## config.mk

```make
export PLATFORM = sky130hd
export DESIGN_NAME = rgb_crossfade_pwm
export DESIGN_NICKNAME = d
export VERILOG_FILES = /design/src/rcf_pkg.sv /design/src/rcf_div.sv /design/src/rgb_crossfade_pwm.sv
export VERILOG_INCLUDE_DIRS = /design/src /design/src/src
export SDC_FILE = /design/constraint.sdc
export NUM_CORES = 1
export LEC_CHECK = 0
export BUFFER_PORTS_ARGS = -buffer_cell sky130_fd_sc_hd__buf_2
export CORE_MARGIN = 2
export CORE_UTILIZATION = 63
export CTS_CLUSTER_DIAMETER = 60
export DETAILED_ROUTE_END_ITERATION = 8
export PLACE_DENSITY = 0.81
export SKIP_LAST_GASP = 1
export SYNTH_ARGS = -nofsm -noshare
export SYNTH_HDL_FRONTEND = slang
export SYNTH_HIERARCHICAL = 1
export SYNTH_SLANG_ARGS = --single-unit
```

## constraint.sdc

```tcl
create_clock -name i_clk -period 3.2 [get_ports i_clk]
set_input_delay 0.64 -clock i_clk [delete_from_list [all_inputs] [get_ports i_clk]]
set_output_delay 0.64 -clock i_clk [all_outputs]
set_load 0.1 [all_outputs]
```

## src/rgb_crossfade_pwm_defines.svh

```systemverilog
// Assertion macros shared by the cross-fade PWM RTL.
`ifndef RGB_CROSSFADE_PWM_DEFINES_SVH
`define RGB_CROSSFADE_PWM_DEFINES_SVH

// Same-cycle implication, checked outside reset.
`define RCF_ASSERT_NOW(label, clk, rst_n, ante, cons) \
    label: assert property (@(posedge clk) disable iff (!rst_n) (ante) |-> (cons)) \
        else $error("same-cycle check failed");

// Next-cycle implication, checked outside reset.
`define RCF_ASSERT_NEXT(label, clk, rst_n, ante, cons) \
    label: assert property (@(posedge clk) disable iff (!rst_n) (ante) |=> (cons)) \
        else $error("next-cycle check failed");

`endif

```

## src/rcf_pkg.sv

```systemverilog
// Types and constants shared by the cross-fade PWM modules.
`timescale 1ns / 1ps

package rcf_pkg;

    localparam logic [7:0]  DUTY_FULL        = 8'hFF;
    localparam logic [15:0] PHASE_LEN_RESET  = 16'd10000;

    // Cross-fade phases.
    localparam logic [1:0]  PHASE_RG = 2'd0;
    localparam logic [1:0]  PHASE_GB = 2'd1;
    localparam logic [1:0]  PHASE_BR = 2'd2;

    typedef struct packed {
        logic        start;
        logic [23:0] num;
        logic [15:0] den;
    } t_div_req;

    typedef struct packed {
        logic       done;
        logic [7:0] quot;
    } t_div_rsp;

endpackage

```

## src/rcf_div.sv

```systemverilog
// Restoring divider, one quotient bit per cycle, for quotients below 256.
`timescale 1ns / 1ps
`include "rgb_crossfade_pwm_defines.svh"

module rcf_div
    import rcf_pkg::*;
(
    input  logic     i_clk,
    input  logic     i_rst_n,
    input  t_div_req i_req,
    output t_div_rsp o_rsp
);

    logic        r_busy;
    logic [2:0]  r_cnt;
    logic [15:0] r_rem;
    logic [7:0]  r_num_lo;
    logic [7:0]  r_quot;
    logic [15:0] r_den;

    logic [16:0] trial;
    logic [16:0] diff;
    logic        ge;
    logic [15:0] n_rem;

    // The upper numerator bits are below the divisor, so eight steps suffice.
    assign trial = {r_rem, r_num_lo[7]};
    assign diff  = trial - {1'b0, r_den};
    assign ge    = (trial >= {1'b0, r_den});
    assign n_rem = ge ? diff[15:0] : trial[15:0];

    assign o_rsp.done = r_busy && (r_cnt == 3'd7);
    assign o_rsp.quot = {r_quot[6:0], ge};

    always_ff @(posedge i_clk) begin
        if (!i_rst_n) begin
            r_busy <= 1'b0;
            r_cnt  <= 3'd0;
        end else if (i_req.start) begin
            r_busy <= 1'b1;
            r_cnt  <= 3'd0;
        end else if (r_busy) begin
            r_cnt <= r_cnt + 3'd1;
            if (r_cnt == 3'd7) begin
                r_busy <= 1'b0;
            end
        end
    end

    always_ff @(posedge i_clk) begin
        if (i_req.start) begin
            r_rem    <= i_req.num[23:8];
            r_num_lo <= i_req.num[7:0];
            r_den    <= i_req.den;
            r_quot   <= 8'd0;
        end else if (r_busy) begin
            r_rem    <= n_rem;
            r_num_lo <= {r_num_lo[6:0], 1'b0};
            r_quot   <= {r_quot[6:0], ge};
        end
    end

    `RCF_ASSERT_NOW(a_start_idle, i_clk, i_rst_n, i_req.start, !r_busy)
    `RCF_ASSERT_NEXT(a_start_busy, i_clk, i_rst_n, i_req.start, r_busy && (r_cnt == 3'd0))
    `RCF_ASSERT_NEXT(a_done_idle, i_clk, i_rst_n, o_rsp.done, !r_busy)

endmodule

```

## src/rgb_crossfade_pwm.sv

```systemverilog
// Top level of the three-channel cross-fade PWM.
//
// Input channel: i_valid / o_stall carry one word per tick (i_tick). A word is
// taken at a clock edge with i_valid high and o_stall low. A word whose tick
// bit is zero is taken and dropped: no result, no state change.
// Output channel: o_valid / i_stall carry one result per tick word: the red,
// green and blue on flags and the fade phase in force at that tick.
// The result is registered and shows on o_valid the cycle after acceptance.
// After a tick word the block refreshes the duties (setup state S_START, then
// 8 steps of the restoring divider in S_DIV, one quotient bit a cycle) and
// stalls new words until the refresh is done and it is back in S_IDLE.
// While a result waits under i_stall, the block holds it and stalls new words
// until it is taken. i_cfg_we writes phase_length at once; write only while
// idle. Synchronous active-low reset restores the default phase length of
// 10000, red fully on, green and blue off, counters and phase at zero.
`timescale 1ns / 1ps
`include "rgb_crossfade_pwm_defines.svh"

module rgb_crossfade_pwm
    import rcf_pkg::*;
(
    input  logic        i_clk,
    input  logic        i_rst_n,
    input  logic        i_cfg_we,
    input  logic [15:0] i_cfg_wdata,
    input  logic        i_valid,
    output logic        o_stall,
    input  logic        i_tick,
    output logic        o_valid,
    input  logic        i_stall,
    output logic        o_red_on,
    output logic        o_green_on,
    output logic        o_blue_on,
    output logic [1:0]  o_fade_phase
);

    typedef enum logic [1:0] {
        S_IDLE,
        S_START,
        S_DIV
    } t_state;

    t_state      r_state;
    logic [15:0] r_phase_len;
    logic [7:0]  r_pwm_cnt;
    logic [7:0]  r_red_duty;
    logic [7:0]  r_green_duty;
    logic [7:0]  r_blue_duty;
    logic [15:0] r_elapsed;
    logic [1:0]  r_phase;
    logic [15:0] r_len;
    logic        r_sat;
    logic        r_out_valid;
    logic        r_red_on;
    logic        r_green_on;
    logic        r_blue_on;
    logic [1:0]  r_out_phase;

    logic        in_take;
    logic        tick_take;
    logic        out_take;
    logic [15:0] len_eff;
    t_div_req    div_req;
    t_div_rsp    div_rsp;
    logic [7:0]  rising;
    logic [7:0]  falling;
    logic [16:0] next_elapsed;
    logic        phase_end;

    assign o_stall   = (r_state != S_IDLE) || (r_out_valid && i_stall);
    assign in_take   = i_valid && !o_stall;
    assign tick_take = in_take && i_tick;
    assign out_take  = r_out_valid && !i_stall;

    // A zero phase length behaves as one.
    assign len_eff = (r_phase_len == 16'd0) ? 16'd1 : r_phase_len;

    // elapsed * 255 as one subtract.
    assign div_req.start = (r_state == S_START);
    assign div_req.num   = {r_elapsed, 8'd0} - {8'd0, r_elapsed};
    assign div_req.den   = r_len;

    rcf_div u_div (
        .i_clk   (i_clk),
        .i_rst_n (i_rst_n),
        .i_req   (div_req),
        .o_rsp   (div_rsp)
    );

    assign rising       = r_sat ? DUTY_FULL : div_rsp.quot;
    assign falling      = DUTY_FULL - rising;
    assign next_elapsed = {1'b0, r_elapsed} + 17'd1;
    assign phase_end    = (next_elapsed >= {1'b0, r_len});

    always_ff @(posedge i_clk) begin
        if (!i_rst_n) begin
            r_phase_len <= PHASE_LEN_RESET;
        end else if (i_cfg_we) begin
            r_phase_len <= i_cfg_wdata;
        end
    end

    always_ff @(posedge i_clk) begin
        if (!i_rst_n) begin
            r_state      <= S_IDLE;
            r_pwm_cnt    <= 8'd0;
            r_red_duty   <= DUTY_FULL;
            r_green_duty <= 8'd0;
            r_blue_duty  <= 8'd0;
            r_elapsed    <= 16'd0;
            r_phase      <= PHASE_RG;
            r_out_valid  <= 1'b0;
        end else begin
            if (tick_take) begin
                r_out_valid <= 1'b1;
            end else if (out_take) begin
                r_out_valid <= 1'b0;
            end
            unique case (r_state)
                S_IDLE: begin
                    if (tick_take) begin
                        r_pwm_cnt <= r_pwm_cnt + 8'd1;
                        r_state   <= S_START;
                    end
                end
                S_START: begin
                    r_state <= S_DIV;
                end
                S_DIV: begin
                    if (div_rsp.done) begin
                        unique case (r_phase)
                            PHASE_RG: begin
                                r_red_duty   <= falling;
                                r_green_duty <= rising;
                                r_blue_duty  <= 8'd0;
                            end
                            PHASE_GB: begin
                                r_green_duty <= falling;
                                r_blue_duty  <= rising;
                                r_red_duty   <= 8'd0;
                            end
                            default: begin
                                r_blue_duty  <= falling;
                                r_red_duty   <= rising;
                                r_green_duty <= 8'd0;
                            end
                        endcase
                        if (phase_end) begin
                            r_elapsed <= 16'd0;
                            r_phase   <= (r_phase == PHASE_BR) ? PHASE_RG : r_phase + 2'd1;
                        end else begin
                            r_elapsed <= next_elapsed[15:0];
                        end
                        r_state <= S_IDLE;
                    end
                end
                default: begin
                    r_state <= S_IDLE;
                end
            endcase
        end
    end

    // Snapshot the flags, phase, divisor and saturation flag for the tick just taken.
    always_ff @(posedge i_clk) begin
        if (tick_take) begin
            r_red_on    <= (r_pwm_cnt < r_red_duty);
            r_green_on  <= (r_pwm_cnt < r_green_duty);
            r_blue_on   <= (r_pwm_cnt < r_blue_duty);
            r_out_phase <= r_phase;
            r_len       <= len_eff;
            r_sat       <= (r_elapsed >= len_eff);
        end
    end

    assign o_valid      = r_out_valid;
    assign o_red_on     = r_red_on;
    assign o_green_on   = r_green_on;
    assign o_blue_on    = r_blue_on;
    assign o_fade_phase = r_out_phase;

    `RCF_ASSERT_NOW(a_done_in_div, i_clk, i_rst_n, div_rsp.done, r_state == S_DIV)
    `RCF_ASSERT_NEXT(a_tick_gives_word, i_clk, i_rst_n, tick_take, o_valid && (r_state == S_START))
    `RCF_ASSERT_NOW(a_phase_legal, i_clk, i_rst_n, 1'b1, r_phase != 2'd3)

endmodule

```

-- Word level (Yosys, flattened, before mapping)
Cells that the tools add are included.
Widths: inputs -> output; s select.
- $mul: 0
- order comparisons: 6
- muxes and demuxes: 20
- bitwise operators: 1
- add/sub/neg operators: 7
- shift operators: 0
- reduce and logical (&&, ||, !) cells: 19
- equality and inequality tests: 7
- divide/modulo/power cells: 0
- operator list (kind ; count):
    $mux 16 ; 5
    $pmux 8 s2 ; 3
    $ge 17x16->1 ; 2
    $lt 8x8->1 ; 3
    $mux 8 ; 3
    $sub 24x16->24 ; 1
    $add 16x1->17 const B ; 1
    $ge 16x16->1 ; 1
    $logic_not 16->1 ; 1
    $sub 16x16->16 ; 1
    $add 8x1->8 const B ; 1
    $sub 8x8->8 const A ; 1
    $mux 2 ; 3
    $pmux 2 s3 ; 1
    $reduce_and 2->1 ; 3
    $reduce_bool 2->1 ; 3
    $logic_and 1x1->1 ; 5
    $mux 1 ; 5
    $eq 2x1->1 const B ; 2
    $eq 2x2->1 const B ; 2
    $logic_not 2->1 ; 2
    $ne 2x2->1 const B ; 2
    $add 3x1->3 const B ; 1
    $eq 3x3->1 const B ; 1
    6 further kinds ; 7
- memories: 0
- output and inout port bits: 7
- RAM bits: 0
- bits in read-only memories: 0
- bits in latches: 0
- bits in registers: 142
- word-level logic and storage cells: 81
- input bits: 22

-- Longest topological paths before layout
Gate-level depths: netlist of the first run.
- word-level depth: 7
- depth in mapped cells: 15
- depth with buffers taken out: 12

-- Modules after synthesis
Netlist of the first run, hierarchy kept.
- modules (own cells, without submodules) (module ; area an instance (um^2) ; cells each ; seq. area each (um^2) ; instances):
    rgb_crossfade_pwm ; 5944.5 ; 691 ; 2042.0 ; 1
    rcf_div ; 2966.6 ; 275 ; 1421.4 ; 1

-- Worst setup path before layout of the first run
Ideal clock, no wire load.
- path type: register to register
- start: register r_elapsed[0]
- end: register r_phase[0]
- stages on the path, launching flop included: 13
- setup time: 0.074 ns
- path buffers: 1
- arrival: 2.888 ns
- period minus slack after synthesis: 2.963 ns
- required time: 3.126 ns
- slack: 0.237 ns
- cell sequence: dfxtp_1 -> clkbuf_1 -> nand2_1 -> nor3b_1 -> and2_1 -> xnor2_1 -> ha_1 -> and4_1 -> nand2_1 -> a2111oi_1 -> nor3_2 -> or4b_1 -> o21ai_0
- cells in the longest elaborated chain, start to end: 3
- RTL lines (what ; line ; source):
    start, declared ; rgb_crossfade_pwm.sv:49 ; logic [15:0] r_elapsed;
    start signal, assigned ; rgb_crossfade_pwm.sv:152 ; r_elapsed <= next_elapsed[15:0];
    $add 16x1->17 ; rgb_crossfade_pwm.sv:92 ; assign next_elapsed = {1'b0, r_elapsed} + 17'd1;
    $ge 17x16->1 ; rgb_crossfade_pwm.sv:93 ; assign phase_end = (next_elapsed >= {1'b0, r_len});
    $reduce_and 3->1 (no source line) ; n/a ;
    end signal, assigned ; rgb_crossfade_pwm.sv:150 ; r_phase <= (r_phase == PHASE_BR) ? PHASE_RG : r_phase + 2'd1;
    end, declared ; rgb_crossfade_pwm.sv:50 ; logic [1:0] r_phase;
No other way between the ends.
A chain may end at the register's enable or synchronous reset.

-- Worst setup path in the final report of the first run
Same ends and word-level chain as after synthesis.

==> flow_metrics.env, run 1 <==
export IMPL_status="finished clean"
export IMPL_seq_area_frac_synth_pct=38.87
export IMPL_final_nets=1090
export IMPL_slew_headroom_pct=51.16
export IMPL_finalClockSkew_ns=0.004868
export IMPL_row_count=43
export IMPL_drc=0
export IMPL_die_area_um2=15110
export IMPL_tns_ns=0
export IMPL_wl_per_cell_um=17.54
export IMPL_gp_congestion=0.9042
export IMPL_hold_viol=0
export IMPL_synthCells=966
export IMPL_worst_pin_slew_ns=0.7316
export IMPL_power_density_nw_per_um2=483.4
export IMPL_grt_pass1_wl_um=33760
export IMPL_grt_pass1_vias=6884
export IMPL_insertion_delay_ns=0.42
export IMPL_drt_iter0_drc=859
export IMPL_antenna_found_initial=0
export IMPL_min_period_ns=3.037
export IMPL_ios=29
export IMPL_clock_root_buffer="clkbuf_16"
export IMPL_fill_cells=993
export IMPL_maxCapViolCount=0
export IMPL_hp_class="input pin to register"
export IMPL_synth_nets=1071
export IMPL_worst_ep_required_time_ns=3.55
export IMPL_setup_violations_final=0
export IMPL_stdcell_count=1178
export IMPL_track_usage_pct=28.82
export IMPL_core_um2=13830
export IMPL_top_usage_layer="met2"
export IMPL_peakVddDrop_v=0.0004116
export IMPL_rr_startpoint="r_elapsed[0]"
export IMPL_total_leakage_power_nw=4.200
export IMPL_synth_top_cell_by_area="edfxtp_1"
export IMPL_power_mw=4.778
export IMPL_clockBufferDepth=2
export IMPL_numPlacedInstances=1146
export IMPL_area_delta_synth_final_pct=10.92
export IMPL_postSynth_asyncResetShare_pct=0
export IMPL_die_x_um=122.9
export IMPL_cts_setup_buffers=0
export IMPL_antenna_cells=0
export IMPL_drive_above_1_share_pct=12.83
export IMPL_cts_tree="built"
export IMPL_synth_edf_count=62
export IMPL_path_clk_slew_ns=0.06
export IMPL_startpoint_type="register"
export IMPL_syn_avg_cell_area_um2=9.225
export IMPL_slew_violations=0
export IMPL_worst_path_max_fanout=11
export IMPL_htreeDepth=4
export IMPL_rsz0062_at_grt="no"
export IMPL_fin_crit_sh_pct=94.90
export IMPL_ys_types=76
export IMPL_ys_ff_latch=142
export IMPL_synth_ff_type="dfxtp_1"
export IMPL_clock_fmax_mhz=329.3
export IMPL_most_common_layout_cells="inv_1 (97), nand2_1 (93), ha_1 (81), dfxtp_1 (80), edfxtp_1 (62)"
export IMPL_dpl_hpwl_um=14690
export IMPL_initial_core_util_pct=64.45
export IMPL_r2r_slack_ns=0.16
export IMPL_met3_usage_pct=6.089
export IMPL_vias=7091
export IMPL_r2r_cells=14
export IMPL_yosysWarningCount=6
export IMPL_met2_usage_pct=45.51
export IMPL_netlist_area_leader_share_pct=20.89
export IMPL_grt_util_met1_pct=39.71
export IMPL_syn_area_um2=8911
export IMPL_portBuffers=28
export IMPL_vias_per_cell=6.020
export IMPL_cp_endpoint="r_phase[0]"
export IMPL_crit_arrival_ns=3.38
export IMPL_dr_pass1_iters=6
export IMPL_ant_nets=0
export IMPL_cts_made_buffers=17
export IMPL_path_class="register to register"
export IMPL_synth_area_leaders="edfxtp_1 (21%), dfxtp_1 (18%), ha_1 (12%)"
export IMPL_gr_total_overflow=0
export IMPL_mostFrequentLayoutCell="inv_1"
export IMPL_cts_num_sinks=142
export IMPL_worst_setup_path_end_kind="register"
export IMPL_die_h_um=122.9
export IMPL_crit_start="r_elapsed[0]"
export IMPL_drt_total_wl_um=20660
export IMPL_grt_max_degree=37
export IMPL_r2r_end="r_phase[0]"
## flip-flops by register name, indices dropped and copies added (netlist names)
name,flops
r_pwm_cnt,8
r_phase_len,16
u_div/r_rem,16
o_blue_on,1
o_valid,1
u_div/r_cnt,3
r_sat,1
r_green_duty,8
r_red_duty,8
o_fade_phase,2
u_div/r_busy,1
o_red_on,1
u_div/r_quot,7
r_len,16
r_state,2
o_green_on,1
r_phase,2
r_blue_duty,8
r_elapsed,16
u_div/r_den,16
u_div/r_num_lo,8
## layout make-up
class | instances | area, um^2 | share of cell area, %
sequential | 142 | 3463 | 35.04
clock inverter | 9 | 151.4 | 1.532
multi-input combinational | 666 | 4785 | 48.41
timing repair buffer | 59 | 372.9 | 3.772
clock buffer | 23 | 510.5 | 5.165
tap | 180 | 225.2 | 2.278
inverter | 99 | 376.6 | 3.810
## per-layer routing
metal	up-vias	share of wire [%]	wire (um)
met4	0	1.5	305
met2	250	47	9644
met3	34	5.9	1216
li1	3431	-	-
met5	-	0	0
met1	3376	46	9493
## timing repair
item	CTS	global route
setup endpoints to repair	0	5
resized for setup	0	2
hold buffers	0	0
## where the power goes
group / switching [mW] / internal [mW]
Clock: 0.750 / 1.44
Sequential: 0.0601 / 1.99
Combinational: 0.331 / 0.208
Total: 1.14 / 3.64
## worst min-delay path by stage
stage,slack [ns],startpoint,endpoint,depth (start not counted)
6_report,0.43,i_cfg_wdata[10],r_phase_len[10],3
5_1_grt,0.45,i_cfg_wdata[8],r_phase_len[8],3
4_1_cts,0.42,i_cfg_wdata[10],r_phase_len[10],3
3_5_place_dp,0.45,r_phase_len[4],r_len[4],0
3_3_place_gp,0.44,r_phase_len[4],r_len[4],0
2_1_floorplan,0.42,r_phase[1],o_fade_phase[1],0
## metrics by stage
step           hold WS (ns)  instance area (um^2)  util, %  setup WS, ns
6_report             0.4304                  9884    71.49        0.1632
2_1_floorplan        0.4196                  8911        -        0.2374
3_5_place_dp         0.4455                  9215    66.65        0.1021
4_1_cts              0.4164                  9877    71.43       0.08209
5_1_grt              0.4477                  9884    71.49      0.005314
3_3_place_gp         0.4362                  9215    66.65        0.2364
## cells in the mapped netlist, types with 14 or more instances
| cell | number |
|---|---|
| xor2_1 | 14 |
| and2_1 | 15 |
| o21ai_0 | 30 |
| nand2_1 | 93 |
| o211ai_1 | 29 |
| mux2i_1 | 27 |
| nor2b_1 | 29 |
| ha_1 | 82 |
| a31oi_1 | 16 |
| inv_1 | 97 |
| a21oi_1 | 42 |
| edfxtp_1 | 62 |
| nor2_1 | 54 |
| nand3_1 | 23 |
| clkbuf_1 | 41 |
| and3_1 | 14 |
| xnor2_1 | 45 |
| dfxtp_1 | 80 |
## critical path, stage by stage (launching register included)
cell and delay [ns]:
dfxtp_1 0.34, buf_4 0.18, nand2_1 0.09, nor3b_1 0.21, buf_4 0.17, and2_1 0.21
xnor2_1 0.10, ha_1 0.29, and4_1 0.21, nand2_1 0.09, a2111oi_2 0.26, nor3_2 0.06
buf_4 0.18, or4b_1 0.49, o21ai_0 0.09
## cell families (layout without fill, tap and decap cells)
family,Yosys count,in the layout,synth area share (%)
simple gates,298,298,17.14
buf+inv,158,190,7.610
xor+xnor,59,59,5.799
fa+ha+maj,83,83,11.74
mux,35,35,4.044
flops,142,142,38.87
compound gates,191,191,14.80
(Power assumes the default switching activity.)
==> inputs of run 2 (changes only) <==
Settings changed: CORE_UTILIZATION 63 to 65, CTS_BUF_LIST from default to sky130_fd_sc_hd__clkbuf_8, PLACE_DENSITY 0.81 to 0.83.
==> run 2 against run 1 <==
  * Maximum frequency grew 1.3%
  * Clock skew up 0.0088 ns
  * Total power fell by 9.4%
  * Combinational power about the same
  * Routed wire length is 2.8% lower
  * First-iteration DRC count shrank 19%
  * Core utilization is 1.8 points higher
  * Via count increased by 0.66%
  * Die area shrank 3.0%
  * Sequential share of layout area is 0.51 points higher
  * Hold slack got worse by 0.037 ns
  * Largest power group is now registers
==> flow_metrics.env, run 2 (synthesized netlist as in run 1, its figures left out) <==
export IMPL_row_count=42
export IMPL_fill_cells=925
export IMPL_portBuffers=28
export IMPL_fin_crit_sh_pct=93.72
export IMPL_crit_path_max_incr_delay_ns=0.49
export IMPL_vias_per_cell=6.090
export IMPL_grt_max_degree=55
export IMPL_switching_power_mw=1.093
export IMPL_antenna_cells=0
export IMPL_drc=0
export IMPL_clock_root_buffer="clkbuf_8"
export IMPL_final_cell_area_um2=9743
export IMPL_area_delta_synth_final_pct=9.337
export IMPL_stdcell_count=1172
export IMPL_pwr_share_seq_pct=47.3
export IMPL_worst_path_max_fanout=11
export IMPL_cp_slowest_cell="or4b_1"
export IMPL_finalClockSkew_ns=0.01364
export IMPL_peakVddDrop_v=0.0003680
export IMPL_cts_num_sinks=142
export IMPL_crit_chain="ha_2, nand3_1, nor3_1, xor2_1, ha_1, nand2_1, a211o_1, a2111oi_4, nor3_2, buf_6, or4b_1, o21ai_0"
export IMPL_drive_above_1_share_pct=13.55
export IMPL_hold_viol=0
export IMPL_core_um2=13300
export IMPL_mostFrequentLayoutCell="inv_1"
export IMPL_timing_final_ws_setup_ns=0.2011
export IMPL_insertion_delay_ns=0.47
export IMPL_rsz0062_at_grt="no"
export IMPL_htreeDepth=4
export IMPL_total_leakage_power_nw=4.137
export IMPL_intPower_mw=3.236
export IMPL_worst_setup_path_end_kind="register"
export IMPL_tns_ns=0
export IMPL_dr_pass1_iters=6
export IMPL_antenna_found_initial=0
export IMPL_min_period_ns=2.999
export IMPL_setup_violations_final=0
export IMPL_die_x_um=121.1
export IMPL_maxCapViolCount=0
export IMPL_place_area_um2=9203
export IMPL_worst_pin_slew_ns=0.7485
export IMPL_startpoint_type="register"
export IMPL_drt_iter0_drc=697
export IMPL_swShare_pct=25.26
export IMPL_wl_per_cell_um=17.13
export IMPL_pwr_share_comb_pct=12.5
export IMPL_power_mw=4.329
export IMPL_grt_pass1_wl_um=33020
export IMPL_ios=29
export IMPL_power_density_nw_per_um2=444.4
export IMPL_place_ws_ns=0.07038
export IMPL_path_clk_slew_ns=0.08
export IMPL_vias=7138
export IMPL_slew_headroom_pct=50.03
export IMPL_power_frac_clock_pct=40.2
export IMPL_grt_pass1_vias=6729
export IMPL_cts_hold_buf=0
export IMPL_initial_core_util_pct=67.02
export IMPL_numPlacedInstances=1141
export IMPL_fin_hold_ws_ns=0.3938
export IMPL_track_usage_pct=28.76
export IMPL_most_common_layout_cells="inv_1 (98), nand2_1 (93), ha_1 (81), dfxtp_1 (80), edfxtp_1 (62)"
export IMPL_final_nets=1089
export IMPL_hp_class="input pin to register"
export IMPL_worst_ep_required_time_ns=3.59
export IMPL_dpl_hpwl_um=14260
export IMPL_cts_made_buffers=17
export IMPL_gr_total_overflow=0
export IMPL_status="finished clean"
export IMPL_drt_total_wl_um=20070
export IMPL_cts_tree="built"
export IMPL_final_util_pct=73.28
export IMPL_clock_fmax_mhz=333.5
export IMPL_crit_arrival_ns=3.39
export IMPL_gp_congestion=0.9184
export IMPL_path_class="register to register"
export IMPL_die_area_um2=14660
export IMPL_ant_nets=0
export IMPL_cts_setup_buffers=0
export IMPL_slew_violations=0
export IMPL_die_h_um=121.1
export IMPL_clockBufferDepth=2
-- run 2: power by group through the flow --
stage / Combinational (mW) / Clock [mW] / Sequential (mW)
after floorplan: 0.411 / 0 / 2.08
after global placement: 0.509 / 0 / 2.08
after detailed placement: 0.525 / 0 / 2.08
after CTS: 0.534 / 1.74 / 2.05
after global routing: 0.595 / 1.81 / 2.06
final: 0.541 / 1.74 / 2.05
-- run 2: layout make-up --
type                       instances  area, um^2  area share (%)
timing repair buffer              58       369.1           3.788
tap                              176       220.2           2.260
multi-input combinational        666        4836           49.63
inverter                          99       376.6           3.865
sequential                       142        3463           35.55
clock buffer                      19       261.5           2.684
clock inverter                    12       216.5           2.222
-- run 2: worst max-delay path: cells and delay by family, from the launching register on --
family                     cells  cell delay (ns)
xor gates and xnor gates       1             0.13
and+or+nand+nor                5             1.01
AOI/OAI and AO/OA              3             0.73
adders and majority gates      2             0.55
DFF                            1             0.35
buffers and inverters          1             0.15
-- run 2: metal layers --
layer | vias to the layer above | GRT usage, % | wire length [um]
met5 | - | 0 | 0
met4 | 0 | 10.25 | 461
met3 | 48 | 5.874 | 1398
met2 | 303 | 45.51 | 9133
met1 | 3359 | 39.20 | 9080
li1 | 3428 | - | -
-- run 2: repair_timing --
item,CTS,global route
resized for setup,1,13
pin swaps,0,1
gates cloned,0,0
endpoints found under the setup margin,1,16
-- run 2: path summary, 6_finish.rpt --
kind	from	to	slack, ns	cells after the start
max reg2reg	r_elapsed[1]	r_phase[1]	0.20	12
min reg2reg	r_phase_len[13]	r_len[13]	0.46	0
min	i_cfg_wdata[8]	r_phase_len[8]	0.39	3
max	r_elapsed[1]	r_phase[1]	0.20	12
==> inputs of run 3 (changes only) <==
Settings changed: REMOVE_ABC_BUFFERS from default to 1.
==> run 3 against run 2 <==
  * Flip-flop and latch count unchanged
  * Critical path depth up 1
  * First-iteration DRC count down 13%
  * Critical endpoint is now r_phase[0]
==> flow_metrics.env, run 3 (synthesized netlist as in run 1, its figures left out) <==
export IMPL_fin_crit_sh_pct=94.84
export IMPL_crit_arrival_ns=3.41
export IMPL_grt_pass1_vias=6730
export IMPL_core_um2=13300
export IMPL_drt_total_wl_um=19550
export IMPL_switching_power_mw=1.099
export IMPL_numPlacedInstances=1142
export IMPL_pwr_share_comb_pct=13.9
export IMPL_gp_congestion=0.9375
export IMPL_hold_viol=0
export IMPL_place_ws_ns=0.01978
export IMPL_die_x_um=121.1
export IMPL_power_density_nw_per_um2=403.3
export IMPL_total_leakage_power_nw=4.070
export IMPL_worst_path_max_fanout=16
export IMPL_intPower_mw=2.777
export IMPL_mostFrequentLayoutCell="inv_1"
export IMPL_worst_setup_path_end_kind="register"
export IMPL_hp_class="input pin to register"
export IMPL_path_common_cell="and3_4"
export IMPL_clock_fmax_mhz=329.5
export IMPL_swShare_pct=28.35
export IMPL_crit_path_max_incr_delay_ns=0.51
export IMPL_cts_tree="built"
export IMPL_die_area_um2=14660
export IMPL_most_common_layout_cells="inv_1 (98), nand2_1 (93), ha_1 (81), dfxtp_1 (80), edfxtp_1 (62)"
export IMPL_grt_max_degree=46
export IMPL_portBuffers=28
export IMPL_tns_ns=0
export IMPL_crit_chain="ha_2, and3_4, and3_4, nand4_1, xnor2_1, ha_1, and3_1, nand2_1, a2111oi_4, nor3_2, buf_12, or4b_1, o21ai_0"
export IMPL_drive_above_1_share_pct=13.21
export IMPL_setup_violations_final=0
export IMPL_drt_iter0_drc=603
export IMPL_htreeDepth=4
export IMPL_cp_buffers_inverters=1
export IMPL_dpl_hpwl_um=14370
export IMPL_rsz0062_at_grt="no"
export IMPL_slew_violations=0
export IMPL_critical_path_top_delay_family="simple AND/OR/NAND/NOR gates"
export IMPL_min_period_ns=3.035
export IMPL_clock_root_buffer="clkbuf_8"
export IMPL_pwr_share_seq_pct=52.8
export IMPL_cp_slowest_cell="or4b_1"
export IMPL_area_delta_synth_final_pct=7.835
export IMPL_place_area_um2=9223
export IMPL_finalClockSkew_ns=0.01406
export IMPL_path_clk_slew_ns=0.08
export IMPL_power_mw=3.875
export IMPL_initial_core_util_pct=67.02
export IMPL_die_h_um=121.1
export IMPL_grt_pass1_wl_um=32910
export IMPL_drc=0
export IMPL_track_usage_pct=28.47
export IMPL_vias_per_cell=5.902
export IMPL_wl_per_cell_um=16.63
export IMPL_stdcell_count=1175
export IMPL_timing_final_ws_setup_ns=0.1653
export IMPL_status="finished clean"
export IMPL_power_frac_clock_pct=33.3
export IMPL_vias=6935
export IMPL_insertion_delay_ns=0.45
export IMPL_antenna_found_initial=0
export IMPL_antenna_cells=0
export IMPL_final_nets=1091
export IMPL_cts_made_buffers=17
export IMPL_fin_hold_ws_ns=0.4150
export IMPL_dr_pass1_iters=5
export IMPL_slew_headroom_pct=47.29
export IMPL_maxCapViolCount=0
export IMPL_final_cell_area_um2=9609
export IMPL_peakVddDrop_v=0.0003377
export IMPL_cts_hold_buf=0
export IMPL_row_count=42
export IMPL_ant_nets=0
export IMPL_ios=29
export IMPL_final_util_pct=72.28
export IMPL_path_class="register to register"
export IMPL_worst_ep_required_time_ns=3.58
export IMPL_gr_total_overflow=0
export IMPL_startpoint_type="register"
export IMPL_worst_pin_slew_ns=0.7898
export IMPL_cts_num_sinks=142
export IMPL_clockBufferDepth=2
==> run 3: cell types whose count changed in the layout (fill, tap and decap cells not counted), moves of 2 or more <==
cell	change
buf_4	+2
bufinv_16	-6
inv_4	+2
inv_6	+2
xnor2_1	+2
xnor2_2	-2
==> run 3: path summary, 6_finish.rpt <==
path	endpoint	cells after the start	startpoint	slack (ns)
hold / removal	r_phase_len[13]	3	i_cfg_wdata[13]	0.41
setup / recovery	r_phase[0]	13	r_elapsed[1]	0.17
setup reg to reg	r_phase[0]	13	r_elapsed[1]	0.17
hold reg to reg	r_len[10]	0	r_phase_len[10]	0.46
==> run 3: per-layer routing <==
layer	up-vias	part of all wire, %	GRT usage (%)	wire, um
met3	32	6.2	4.746	1203
li1	3429	-	-	-
met5	-	0	0	0
met1	3247	48	40.61	9324
met2	227	44	44.70	8674
met4	0	1.8	8.212	344
==> run 3: worst register-to-register path, delay by kind of cell (launching register included) <==
kind	cells	cell delay, ns
and+or+nand+nor	7	1.41
adders and majority gates	2	0.53
DFF	1	0.37
AOI/OAI and AO/OA	2	0.31
xor gates and xnor gates	1	0.18
buffers and inverters	1	0.16
==> run 3: timing repair <==
action,4_1_cts,5_1_grt
resized for setup,0,6
endpoints found under the setup margin,0,10
setup buffers,0,1
==> run 3: power groups by stage <==
| stage | clock network (mW) | logic, mW | registers (mW) |
|---|---|---|---|
| floorplan | 0 | 0.371 | 2.09 |
| global placement | 0 | 0.516 | 2.08 |
| detailed placement | 0 | 0.531 | 2.09 |
| CTS | 1.30 | 0.536 | 2.05 |
| global route | 1.37 | 0.596 | 2.06 |
| finish | 1.29 | 0.539 | 2.05 |
==> run 3: area by class of cell <==
| class | instances | area (um^2) |
|---|---|---|
| inverter | 99 | 376.6 |
| multi-input combinational | 666 | 4807 |
| timing repair buffer | 60 | 392.9 |
| sequential | 142 | 3463 |
| fill | 984 | 3686 |
| clock inverter | 13 | 87.58 |
| clock buffer | 19 | 261.5 |
| tap | 176 | 220.2 |
